$ cat src/rtl/pidir_pkg.sv
package pidir_pkg;

	localparam int GainW = 40;
	localparam int AccW  = 64;
	localparam int ErrW  = 33;
	localparam int MagW  = 64;

	localparam logic [GainW-1:0] GainPReset = 40'd5583457485;
	localparam logic [15:0] PLimReset = 16'd20;
	localparam logic [31:0] DLimReset = 32'sd51;

	localparam logic [2:0] RegGainP = 3'd0;
	localparam logic [2:0] RegGainI = 3'd1;
	localparam logic [2:0] RegGainD = 3'd2;
	localparam logic [2:0] RegPLim  = 3'd3;
	localparam logic [2:0] RegDLim  = 3'd4;

	localparam logic [62:0] TermMax = {1'b0, {62{1'b1}}};

	typedef enum logic [3:0] {
		ST_IDLE,
		ST_ACC_MUL,
		ST_ACC_ADD,
		ST_DIV,
		ST_D_MUL,
		ST_P_MUL,
		ST_CLEAR,
		ST_I_MUL,
		ST_SUM
	} state_t;

endpackage

$ cat src/rtl/pid_with_integral_reset_core.sv
// One PID step per transfer. An input transfer carries measurement, target and a
// microsecond timestamp; one output transfer follows with the negated P+I+D drive,
// its saturation flag and the integral-clear flag. Work is done by one bit-serial
// shift-and-add multiplier (used four times: error times elapsed time, P, D and
// I) and one bit-serial divider (for the derivative), sequenced one item at a
// time. When the elapsed time is zero the divide and the D product are skipped.
// The next input is accepted as soon as the result is in the output register,
// even while that result still waits.
module pid_with_integral_reset_core (
	input  logic        clk,
	input  logic        arst_n,
	input  logic        cfg_we,
	input  logic [2:0]  cfg_index,
	input  logic [39:0] cfg_data,
	input  logic        s_tvalid,
	output logic        s_tready,
	input  logic [95:0] s_tdata,   // measurement[31:0], target[63:32], time_us[95:64]
	output logic        m_tvalid,
	input  logic        m_tready,
	output logic [15:0] m_tdata,   // drive[15:0]
	output logic [1:0]  m_tuser    // drive_saturated[0], integral_cleared[1]
);
	pidir_pkg::state_t state_q, state_d;

	// Configuration registers.
	logic [39:0] gain_p_q, gain_i_q, gain_d_q;
	logic [15:0] p_lim_q;
	logic signed [31:0] d_lim_q;

	always_ff @(posedge clk or negedge arst_n) begin
		if (!arst_n) begin
			gain_p_q <= pidir_pkg::GainPReset;
			gain_i_q <= '0;
			gain_d_q <= '0;
			p_lim_q  <= pidir_pkg::PLimReset;
			d_lim_q  <= pidir_pkg::DLimReset;
		end else if (cfg_we) begin
			case (cfg_index)
				pidir_pkg::RegGainP: gain_p_q <= cfg_data;
				pidir_pkg::RegGainI: gain_i_q <= cfg_data;
				pidir_pkg::RegGainD: gain_d_q <= cfg_data;
				pidir_pkg::RegPLim:  p_lim_q  <= cfg_data[15:0];
				pidir_pkg::RegDLim:  d_lim_q  <= cfg_data[31:0];
				default: ;
			endcase
		end
	end

	// Loop state.
	logic signed [63:0] acc_q;
	logic signed [32:0] prev_err_q;
	logic [31:0]        prev_time_q;

	// Per-item working registers.
	logic signed [32:0] err_q;
	logic [31:0]        elapsed_q;
	logic signed [63:0] p_q, d_q, i_q;
	logic               cleared_q;

	// Serial units.
	logic         mul_start, mul_done;
	logic         div_start, div_done;
	logic         phase_go_q;
	logic         mul_kick;
	logic [63:0]  mul_a;
	logic [39:0]  mul_b;
	logic [103:0] mul_prod;
	logic [33:0]  div_num;
	logic [33:0]  div_quo;

	// The first product is started from the state decode; the later phases
	// start theirs in the cycle after they are entered.
	assign mul_kick = mul_start || phase_go_q;

	pidir_mul u_mul (
		.clk(clk), .arst_n(arst_n), .start(mul_kick), .a(mul_a), .b(mul_b),
		.done(mul_done), .prod(mul_prod)
	);

	pidir_div u_div (
		.clk(clk), .arst_n(arst_n), .start(div_start), .num(div_num),
		.den(elapsed_q), .done(div_done), .quo(div_quo)
	);

	// Error change, needs 34 bits.
	logic signed [33:0] derr;
	logic               derr_neg;
	logic [33:0]        derr_mag;
	assign derr     = {err_q[32], err_q} - {prev_err_q[32], prev_err_q};
	assign derr_neg = derr[33];
	assign derr_mag = derr_neg ? (34'd0 - derr) : derr;
	assign div_num  = derr_mag;

	logic        err_neg;
	logic [32:0] err_mag;
	assign err_neg = err_q[32];
	assign err_mag = err_neg ? (33'd0 - err_q) : err_q;

	logic        acc_neg;
	logic [63:0] acc_mag;
	assign acc_neg = acc_q[63];
	assign acc_mag = acc_neg ? (64'd0 - acc_q) : acc_q;

	// Gain product: shift right 32 of the magnitude and saturate at 2^62-1.
	logic [62:0] term_mag;
	assign term_mag = (mul_prod[103:94] != 10'd0) ? pidir_pkg::TermMax :
		{1'b0, mul_prod[93:32]};

	// Operand selection for the shared multiplier.
	logic signed [33:0] dq_q;
	always_comb begin
		mul_a = '0;
		mul_b = '0;
		case (state_q)
			pidir_pkg::ST_ACC_MUL: begin
				mul_a = {31'd0, err_mag};
				mul_b = {8'd0, elapsed_q};
			end
			pidir_pkg::ST_D_MUL: begin
				mul_a = {30'd0, dq_q[33] ? (34'd0 - dq_q) : dq_q};
				mul_b = gain_d_q;
			end
			pidir_pkg::ST_P_MUL: begin
				mul_a = {31'd0, err_mag};
				mul_b = gain_p_q;
			end
			pidir_pkg::ST_I_MUL: begin
				mul_a = acc_mag;
				mul_b = gain_i_q;
			end
			default: ;
		endcase
	end

	// Saturating accumulation of signed error times elapsed. The product is
	// taken straight from the multiplier in the cycle its done pulse is high.
	logic [64:0] acc_sum;
	logic signed [63:0] acc_next;
	always_comb begin
		if (!err_neg) begin
			acc_sum  = {acc_q[63], acc_q} + {1'b0, mul_prod[63:0]};
			acc_next = (acc_sum[64] != acc_sum[63]) ?
				{1'b0, {63{1'b1}}} : acc_sum[63:0];
		end else begin
			acc_sum  = {acc_q[63], acc_q} - {1'b0, mul_prod[63:0]};
			acc_next = (acc_sum[64] != acc_sum[63]) ?
				{1'b1, 63'd0} : acc_sum[63:0];
		end
	end

	// Final sum, truncation toward zero and saturation.
	logic signed [65:0] sum;
	logic signed [65:0] sum_adj;
	logic signed [57:0] quot;
	logic signed [57:0] drv;
	logic [15:0]        drv_sat;
	logic               sat;
	assign sum     = {{2{p_q[63]}}, p_q} + {{2{i_q[63]}}, i_q} + {{2{d_q[63]}}, d_q};
	assign sum_adj = sum + (sum[65] ? 66'sd255 : 66'sd0);
	assign quot    = sum_adj[65:8];
	assign drv     = 58'sd0 - quot;
	always_comb begin
		sat = 1'b1;
		if (drv > 58'sd32767)
			drv_sat = 16'h7fff;
		else if (drv < -58'sd32768)
			drv_sat = 16'h8000;
		else begin
			drv_sat = drv[15:0];
			sat     = 1'b0;
		end
	end

	// Clear rule.
	logic p_big, d_big;
	assign p_big = ((p_q[63] ? (64'd0 - p_q) : p_q) >> 8) > {48'd0, p_lim_q};
	assign d_big = d_q > $signed({{32{d_lim_q[31]}}, d_lim_q});

	logic out_load;

	always_comb begin
		state_d   = state_q;
		s_tready  = 1'b0;
		mul_start = 1'b0;
		div_start = 1'b0;
		out_load  = 1'b0;
		case (state_q)
			pidir_pkg::ST_IDLE: begin
				s_tready = 1'b1;
				if (s_tvalid) begin
					state_d = pidir_pkg::ST_ACC_MUL;
				end
			end
			pidir_pkg::ST_ACC_MUL: begin
				mul_start = 1'b1;
				state_d   = pidir_pkg::ST_ACC_ADD;
			end
			pidir_pkg::ST_ACC_ADD: begin
				if (mul_done) begin
					if (elapsed_q == 32'd0) begin
						state_d = pidir_pkg::ST_P_MUL;
					end else begin
						div_start = 1'b1;
						state_d   = pidir_pkg::ST_DIV;
					end
				end
			end
			pidir_pkg::ST_DIV: begin
				if (div_done) begin
					state_d = pidir_pkg::ST_D_MUL;
				end
			end
			pidir_pkg::ST_D_MUL: begin
				if (mul_done) begin
					state_d = pidir_pkg::ST_P_MUL;
				end
			end
			pidir_pkg::ST_P_MUL: begin
				if (mul_done) begin
					state_d = pidir_pkg::ST_CLEAR;
				end
			end
			pidir_pkg::ST_CLEAR: begin
				state_d = pidir_pkg::ST_I_MUL;
			end
			pidir_pkg::ST_I_MUL: begin
				if (mul_done) begin
					state_d = pidir_pkg::ST_SUM;
				end
			end
			pidir_pkg::ST_SUM: begin
				if (!m_tvalid || m_tready) begin
					out_load = 1'b1;
					state_d  = pidir_pkg::ST_IDLE;
				end
			end
			default: state_d = pidir_pkg::ST_IDLE;
		endcase
	end

	// Each later multiply phase starts its product in the cycle after it is entered.
	// The previous error is kept until the divider has finished with it.
	always_ff @(posedge clk or negedge arst_n) begin
		if (!arst_n) begin
			state_q    <= pidir_pkg::ST_IDLE;
			phase_go_q <= 1'b0;
			acc_q       <= '0;
			prev_err_q  <= '0;
			prev_time_q <= '0;
			m_tvalid    <= 1'b0;
		end else begin
			state_q    <= state_d;
			phase_go_q <= (state_d != state_q) && (state_d == pidir_pkg::ST_D_MUL ||
				state_d == pidir_pkg::ST_P_MUL || state_d == pidir_pkg::ST_I_MUL);
			if (m_tvalid && m_tready)
				m_tvalid <= 1'b0;
			if (out_load)
				m_tvalid <= 1'b1;
			if (state_q == pidir_pkg::ST_ACC_ADD && mul_done) begin
				acc_q       <= acc_next;
				prev_time_q <= prev_time_q + elapsed_q;
			end
			if (state_q == pidir_pkg::ST_CLEAR) begin
				prev_err_q <= err_q;
				if (p_big || d_big)
					acc_q <= '0;
			end
		end
	end

	always_ff @(posedge clk) begin
		if (state_q == pidir_pkg::ST_IDLE && s_tvalid) begin
			err_q     <= {s_tdata[31], s_tdata[31:0]} - {s_tdata[63], s_tdata[63:32]};
			elapsed_q <= s_tdata[95:64] - prev_time_q;
			d_q       <= '0;
		end
		if (state_q == pidir_pkg::ST_DIV && div_done)
			dq_q <= derr_neg ? (34'd0 - div_quo) : div_quo;
		if (state_q == pidir_pkg::ST_D_MUL && mul_done)
			d_q <= dq_q[33] ? (64'd0 - {1'b0, term_mag}) : {1'b0, term_mag};
		if (state_q == pidir_pkg::ST_P_MUL && mul_done)
			p_q <= err_neg ? (64'd0 - {1'b0, term_mag}) : {1'b0, term_mag};
		if (state_q == pidir_pkg::ST_CLEAR)
			cleared_q <= p_big || d_big;
		if (state_q == pidir_pkg::ST_I_MUL && mul_done)
			i_q <= acc_neg ? (64'd0 - {1'b0, term_mag}) : {1'b0, term_mag};
		if (out_load) begin
			m_tdata <= drv_sat;
			m_tuser <= {cleared_q, sat};
		end
	end
endmodule

$ cat src/rtl/pidir_mul.sv
// Shift-and-add multiplier, one multiplier bit per cycle. Unsigned 64 x 40.
module pidir_mul (
	input  logic        clk,
	input  logic        arst_n,
	input  logic        start,
	input  logic [63:0] a,
	input  logic [39:0] b,
	output logic        done,
	output logic [103:0] prod
);
	logic [103:0] acc_q;
	logic [103:0] mcand_q;
	logic [39:0]  mplier_q;
	logic [5:0]   cnt_q;
	logic         busy_q;

	always_ff @(posedge clk or negedge arst_n) begin
		if (!arst_n) begin
			busy_q <= 1'b0;
			cnt_q  <= '0;
			done   <= 1'b0;
		end else begin
			done <= 1'b0;
			if (start) begin
				busy_q <= 1'b1;
				cnt_q  <= '0;
			end else if (busy_q) begin
				cnt_q <= cnt_q + 6'd1;
				if (cnt_q == 6'd39) begin
					busy_q <= 1'b0;
					done   <= 1'b1;
				end
			end
		end
	end

	always_ff @(posedge clk) begin
		if (start) begin
			acc_q    <= '0;
			mcand_q  <= {40'd0, a};
			mplier_q <= b;
		end else if (busy_q) begin
			if (mplier_q[0])
				acc_q <= acc_q + mcand_q;
			mcand_q  <= {mcand_q[102:0], 1'b0};
			mplier_q <= {1'b0, mplier_q[39:1]};
		end
	end

	assign prod = acc_q;
endmodule

$ cat src/rtl/pidir_div.sv
// Restoring divider, one quotient bit per cycle. Unsigned 34 / 32.
module pidir_div (
	input  logic        clk,
	input  logic        arst_n,
	input  logic        start,
	input  logic [33:0] num,
	input  logic [31:0] den,
	output logic        done,
	output logic [33:0] quo
);
	logic [33:0] quo_q;
	logic [32:0] rem_q;
	logic [31:0] den_q;
	logic [5:0]  cnt_q;
	logic        busy_q;
	logic [33:0] trial;

	assign trial = {rem_q, quo_q[33]} - {2'b00, den_q};

	always_ff @(posedge clk or negedge arst_n) begin
		if (!arst_n) begin
			busy_q <= 1'b0;
			cnt_q  <= '0;
			done   <= 1'b0;
		end else begin
			done <= 1'b0;
			if (start) begin
				busy_q <= 1'b1;
				cnt_q  <= '0;
			end else if (busy_q) begin
				cnt_q <= cnt_q + 6'd1;
				if (cnt_q == 6'd33) begin
					busy_q <= 1'b0;
					done   <= 1'b1;
				end
			end
		end
	end

	always_ff @(posedge clk) begin
		if (start) begin
			quo_q <= num;
			rem_q <= '0;
			den_q <= den;
		end else if (busy_q) begin
			if (!trial[33]) begin
				rem_q <= trial[32:0];
				quo_q <= {quo_q[32:0], 1'b1};
			end else begin
				rem_q <= {rem_q[31:0], quo_q[33]};
				quo_q <= {quo_q[32:0], 1'b0};
			end
		end
	end

	assign quo = quo_q;
endmodule

$ cat config.mk
export PLATFORM = sky130hd
export DESIGN_NAME = pid_with_integral_reset_core
export DESIGN_NICKNAME = d
export VERILOG_FILES = /design/src/rtl/pidir_pkg.sv /design/src/rtl/pid_with_integral_reset_core.sv /design/src/rtl/pidir_mul.sv /design/src/rtl/pidir_div.sv
export SDC_FILE = /design/constraint.sdc
export NUM_CORES = 2
export LEC_CHECK = 0
export ABC_AREA = 0
export BUFFER_PORTS_ARGS = -buffer_cell sky130_fd_sc_hd__buf_4
export CORE_ASPECT_RATIO = 0.8
export CORE_MARGIN = 8
export CORE_UTILIZATION = 45
export CTS_BUF_LIST = sky130_fd_sc_hd__clkbuf_4
export DETAILED_ROUTE_END_ITERATION = 6
export GPL_TIMING_DRIVEN = 0
export PLACE_DENSITY = 0.61
export SETUP_SLACK_MARGIN = 0.02
export SYNTH_ARGS = -nofsm -noshare
export SYNTH_HDL_FRONTEND = slang
export SYNTH_SLANG_ARGS = --single-unit
$ cat constraint.sdc
create_clock -name clk -period 11.45 [get_ports clk]
set_input_delay 2.29 -clock clk [delete_from_list [all_inputs] [get_ports clk]]
set_output_delay 2.29 -clock clk [all_outputs]
set_load 0.005 [all_outputs]
==> run_results.csv <==
group,metric,value,unit
status,outcome,"complete, but fails checks",
status,violations,"DRC, capacitance limit, slew limit",
die,die-area,0.178,mm²
finish,drive_above_1_share,0.100,
sta,finalCriticalPeriod,10730,ps
place,postPlaceCellArea,0.0785,mm²
die,coreArea,0.164,mm²
sta,setup_violations,0,
global_route,antenna_found_initial,13,
synthesis,synth_edf_count,477,
setup_path,timing.rr.end,"m_tdata[14]",
setup_path,max_stage_delay,670,ps
synthesis,netlist_top_cells_area,"edfxtp_1, dfrtp_1, ha_1",
sta,fin_crit_sh,0.937,
die,die-height,379,µm
place,post-place-ws,-774,ps
global_route,grt_max_degree,107,
clock_network,clockBufferDepth,4,
finish,nets,9782,
synthesis,async_flop_share,0.328,
die,die_x,470,µm
clock_network,cts_buffers,286,
routing,routed_wl,268000,µm
routing,first_iter_violations,7712,
clock_network,ctsHoldBuffers,0,
setup_path,critPathSlowestCell,"or4b_1",
setup_path,ff2ff_path_depth,34,
routing,ant_nets,0,
clock_network,htree_levels,5,
setup_path,arrival,11660,ps
setup_path,crit_start,"p_q[1]",
power_and_ir_drop,power_density,232,mW/mm²
place,dpl.hpwl,210000,µm
synthesis,ys_seq_area_frac,0.349,
hold_path,hp-class,"flip-flop to flip-flop",
setup_path,worstPathRequired,12380,ps
routing,route.detailed.drc,23,
routing,viasPerCell,6.05,
synthesis,syn-cell-area,0.0742,mm²
synthesis,ys_warn_count,0,
sta,skew,122,ps
sta,setup_tns,0,ps
setup_path,r2r_slack,720,ps
sta,worstMarginPinSlew,1510,ps
clock_network,clk_pin_slew_worst_paths,80,ps
synthesis,avgSynthCellArea,8.68,µm²
clock_network,clock_latency,1320,ps
setup_path,r2r_start,"p_q[1]",
setup_path,cp_max_fo,10,
finish,mostFrequentLayoutCells,"nand2_1, nor2_1, a21oi_1",
global_route,grt_overflow,0,
clock_network,cts_num_sinks,973,
setup_path,critPathLaunchType,"flip-flop",
sta,final-hold-violation-count,0,
setup_path,crit_top_cell,"nor2_1",
sta,rsz0062_at_grt,"false",
job,cap_violations,1,
hold_path,holdPathEnd,"m_tuser[1]",
die,start_util,0.452,
setup_path,critPathCaptureType,"flip-flop",
clock_network,postCtsSetupBuffers,0,
finish,nFillCells,15800,
die,io_pins,164,
synthesis,ys_types,93,
synthesis,synth_area_leader_cell,"edfxtp_1",
hold_path,hold_start,"cleared_q",
global_route,grt_pass1_vias,64100,
hold_path,hold_path_depth,0,
routing,firstDrtPassIters,7,
sta,maxSlewViolCount,9,
place,port_buffers,163,
clock_network,root_buffer,"clkbuf_4",
routing,wl_per_cell,23.5,µm
clock_network,cts_tree,"done",
die,num_rows,133,
place,gp_congestion,0.966,
synthesis,ys.flop_type,"edfxtp_1",
synthesis,syn_inst,8552,
finish,area_delta_synth_final,10.7,%
finish,final_area,0.0822,mm²
global_route,grt_pass1_wl,400000,µm
sta,max_slew_margin,-0.00445,
power_and_ir_drop,leakage,33.7,nW
synthesis,ys_ff_latch,973,
synthesis,synth_top_cell_area_share,0.193,
synthesis,syn_nets,9315,
global_route,grtUsageTotal,0.288,
power_and_ir_drop,ir_drop,165,µV
sta,fmax,0.0932,GHz
sta,fin_ws,719,ps
routing,route.vias.total,68900,
setup_path,crit_type,"flip-flop to flip-flop",
finish,final_common_cell,"nand2_1",
## worst max-delay path, delay by kind of cell, from the launching register on
kind                       cells  cell delay [ps]
buffers and inverters          3              660
DFF                            1              440
adders and majority gates      4             1520
AOI/OAI and AO/OA             12             3110
xor gates and xnor gates       1              210
and+or+nand+nor               14             4410
## metal layers
metal	share of wire	up-vias	GRT usage	wire, µm
li1	-	32200	-	-
met1	0.48	33100	0.439	127000
met2	0.39	3118	0.397	104000
met3	0.10	487	0.0685	27900
met4	0.030	0	0.0898	8110
met5	0	-	0	0
## cell usage after synthesis (all sizes together), types with 72 or more instances
cell and n:
nor2 737, nor4 83, o21ai 666, inv 455
nand4 92, nor3 232, nand3 161, a211oi 82
o21bai 79, nand2b 100, dfrtp 296, nor2b 75
a21o 163, edfxtp 477, mux2i 87, mux2 151
o31ai 94, or3 95, a21oi 670, clkbuf 310
xnor2 415, fa 72, dfxtp 177, nand2 953
xor2 227, ha 547
## worst max path at each step
stage             endpoint  cells after the start
3_5_place_dp   m_tdata[14]                     32
6_report       m_tdata[14]                     34
2_1_floorplan  m_tdata[12]                     36
5_1_grt        m_tdata[14]                     35
4_1_cts        m_tdata[14]                     32
3_3_place_gp    m_tdata[9]                     35
## what timing repair did
item,4_1_cts,5_1_grt
gates cloned,0,0
endpoints found under the setup margin,16,16
pin swaps,0,0
resized for setup,5,9
## power breakdown
group          internal, mW  switching (mW)
logic                  3.68            6.25
clock network          1.76            1.63
registers              4.75            1.02
## stage by stage
stage / utilization / total power [mW] / hold WS [ps] / instances
2_1_floorplan: - / 12.4 / 400 / 8552
3_3_place_gp: 0.476 / 15.2 / 403 / 10900
3_5_place_dp: 0.479 / 15.4 / 428 / 10900
4_1_cts: 0.500 / 18.9 / 443 / 11400
5_1_grt: 0.501 / 20.3 / 460 / 11400
6_report: 0.501 / 19.1 / 445 / 11400
## cells by family after synthesis
| kind of cell | synth area share |
|---|---|
| AO/OA/AOI/OAI | 0.206 |
| XOR/XNOR | 0.0757 |
| adder cells (fa/ha/maj) | 0.112 |
| buffers and inverters | 0.0410 |
| flip-flops | 0.349 |
| multiplexers | 0.0346 |
| AND/OR/NAND/NOR | 0.183 |
## final cells by class
class	count	area (µm²)	share of cell area
timing repair buffer	179	1530	0.0186
inverter	460	1730	0.0210
sequential	973	25900	0.315
buffer	350	1320	0.0160
multi-input combinational	6769	45500	0.553
tap	2160	2700	0.0329
clock inverter	76	409	0.00498
clock buffer	417	3130	0.0381
antenna	14	35.0	0.000426
## state kept, by name, indices dropped and copies added (netlist names), 32 cells and up
| name | count |
|---|---|
| u_mul.mcand_q | 104 |
| elapsed_q | 32 |
| u_div.rem_q | 33 |
| gain_d_q | 40 |
| u_div.quo | 34 |
| d_lim_q | 32 |
| err_q | 33 |
| prev_err_q | 33 |
| p_q | 63 |
| i_q | 63 |
| dq_q | 34 |
| gain_p_q | 40 |
| gain_i_q | 40 |
| acc_q | 64 |
| prev_time_q | 32 |
| d_q | 63 |
| u_mul.prod | 104 |
| u_mul.mplier_q | 40 |
| u_div.den_q | 32 |
Power figures use the tool's default switching activity.
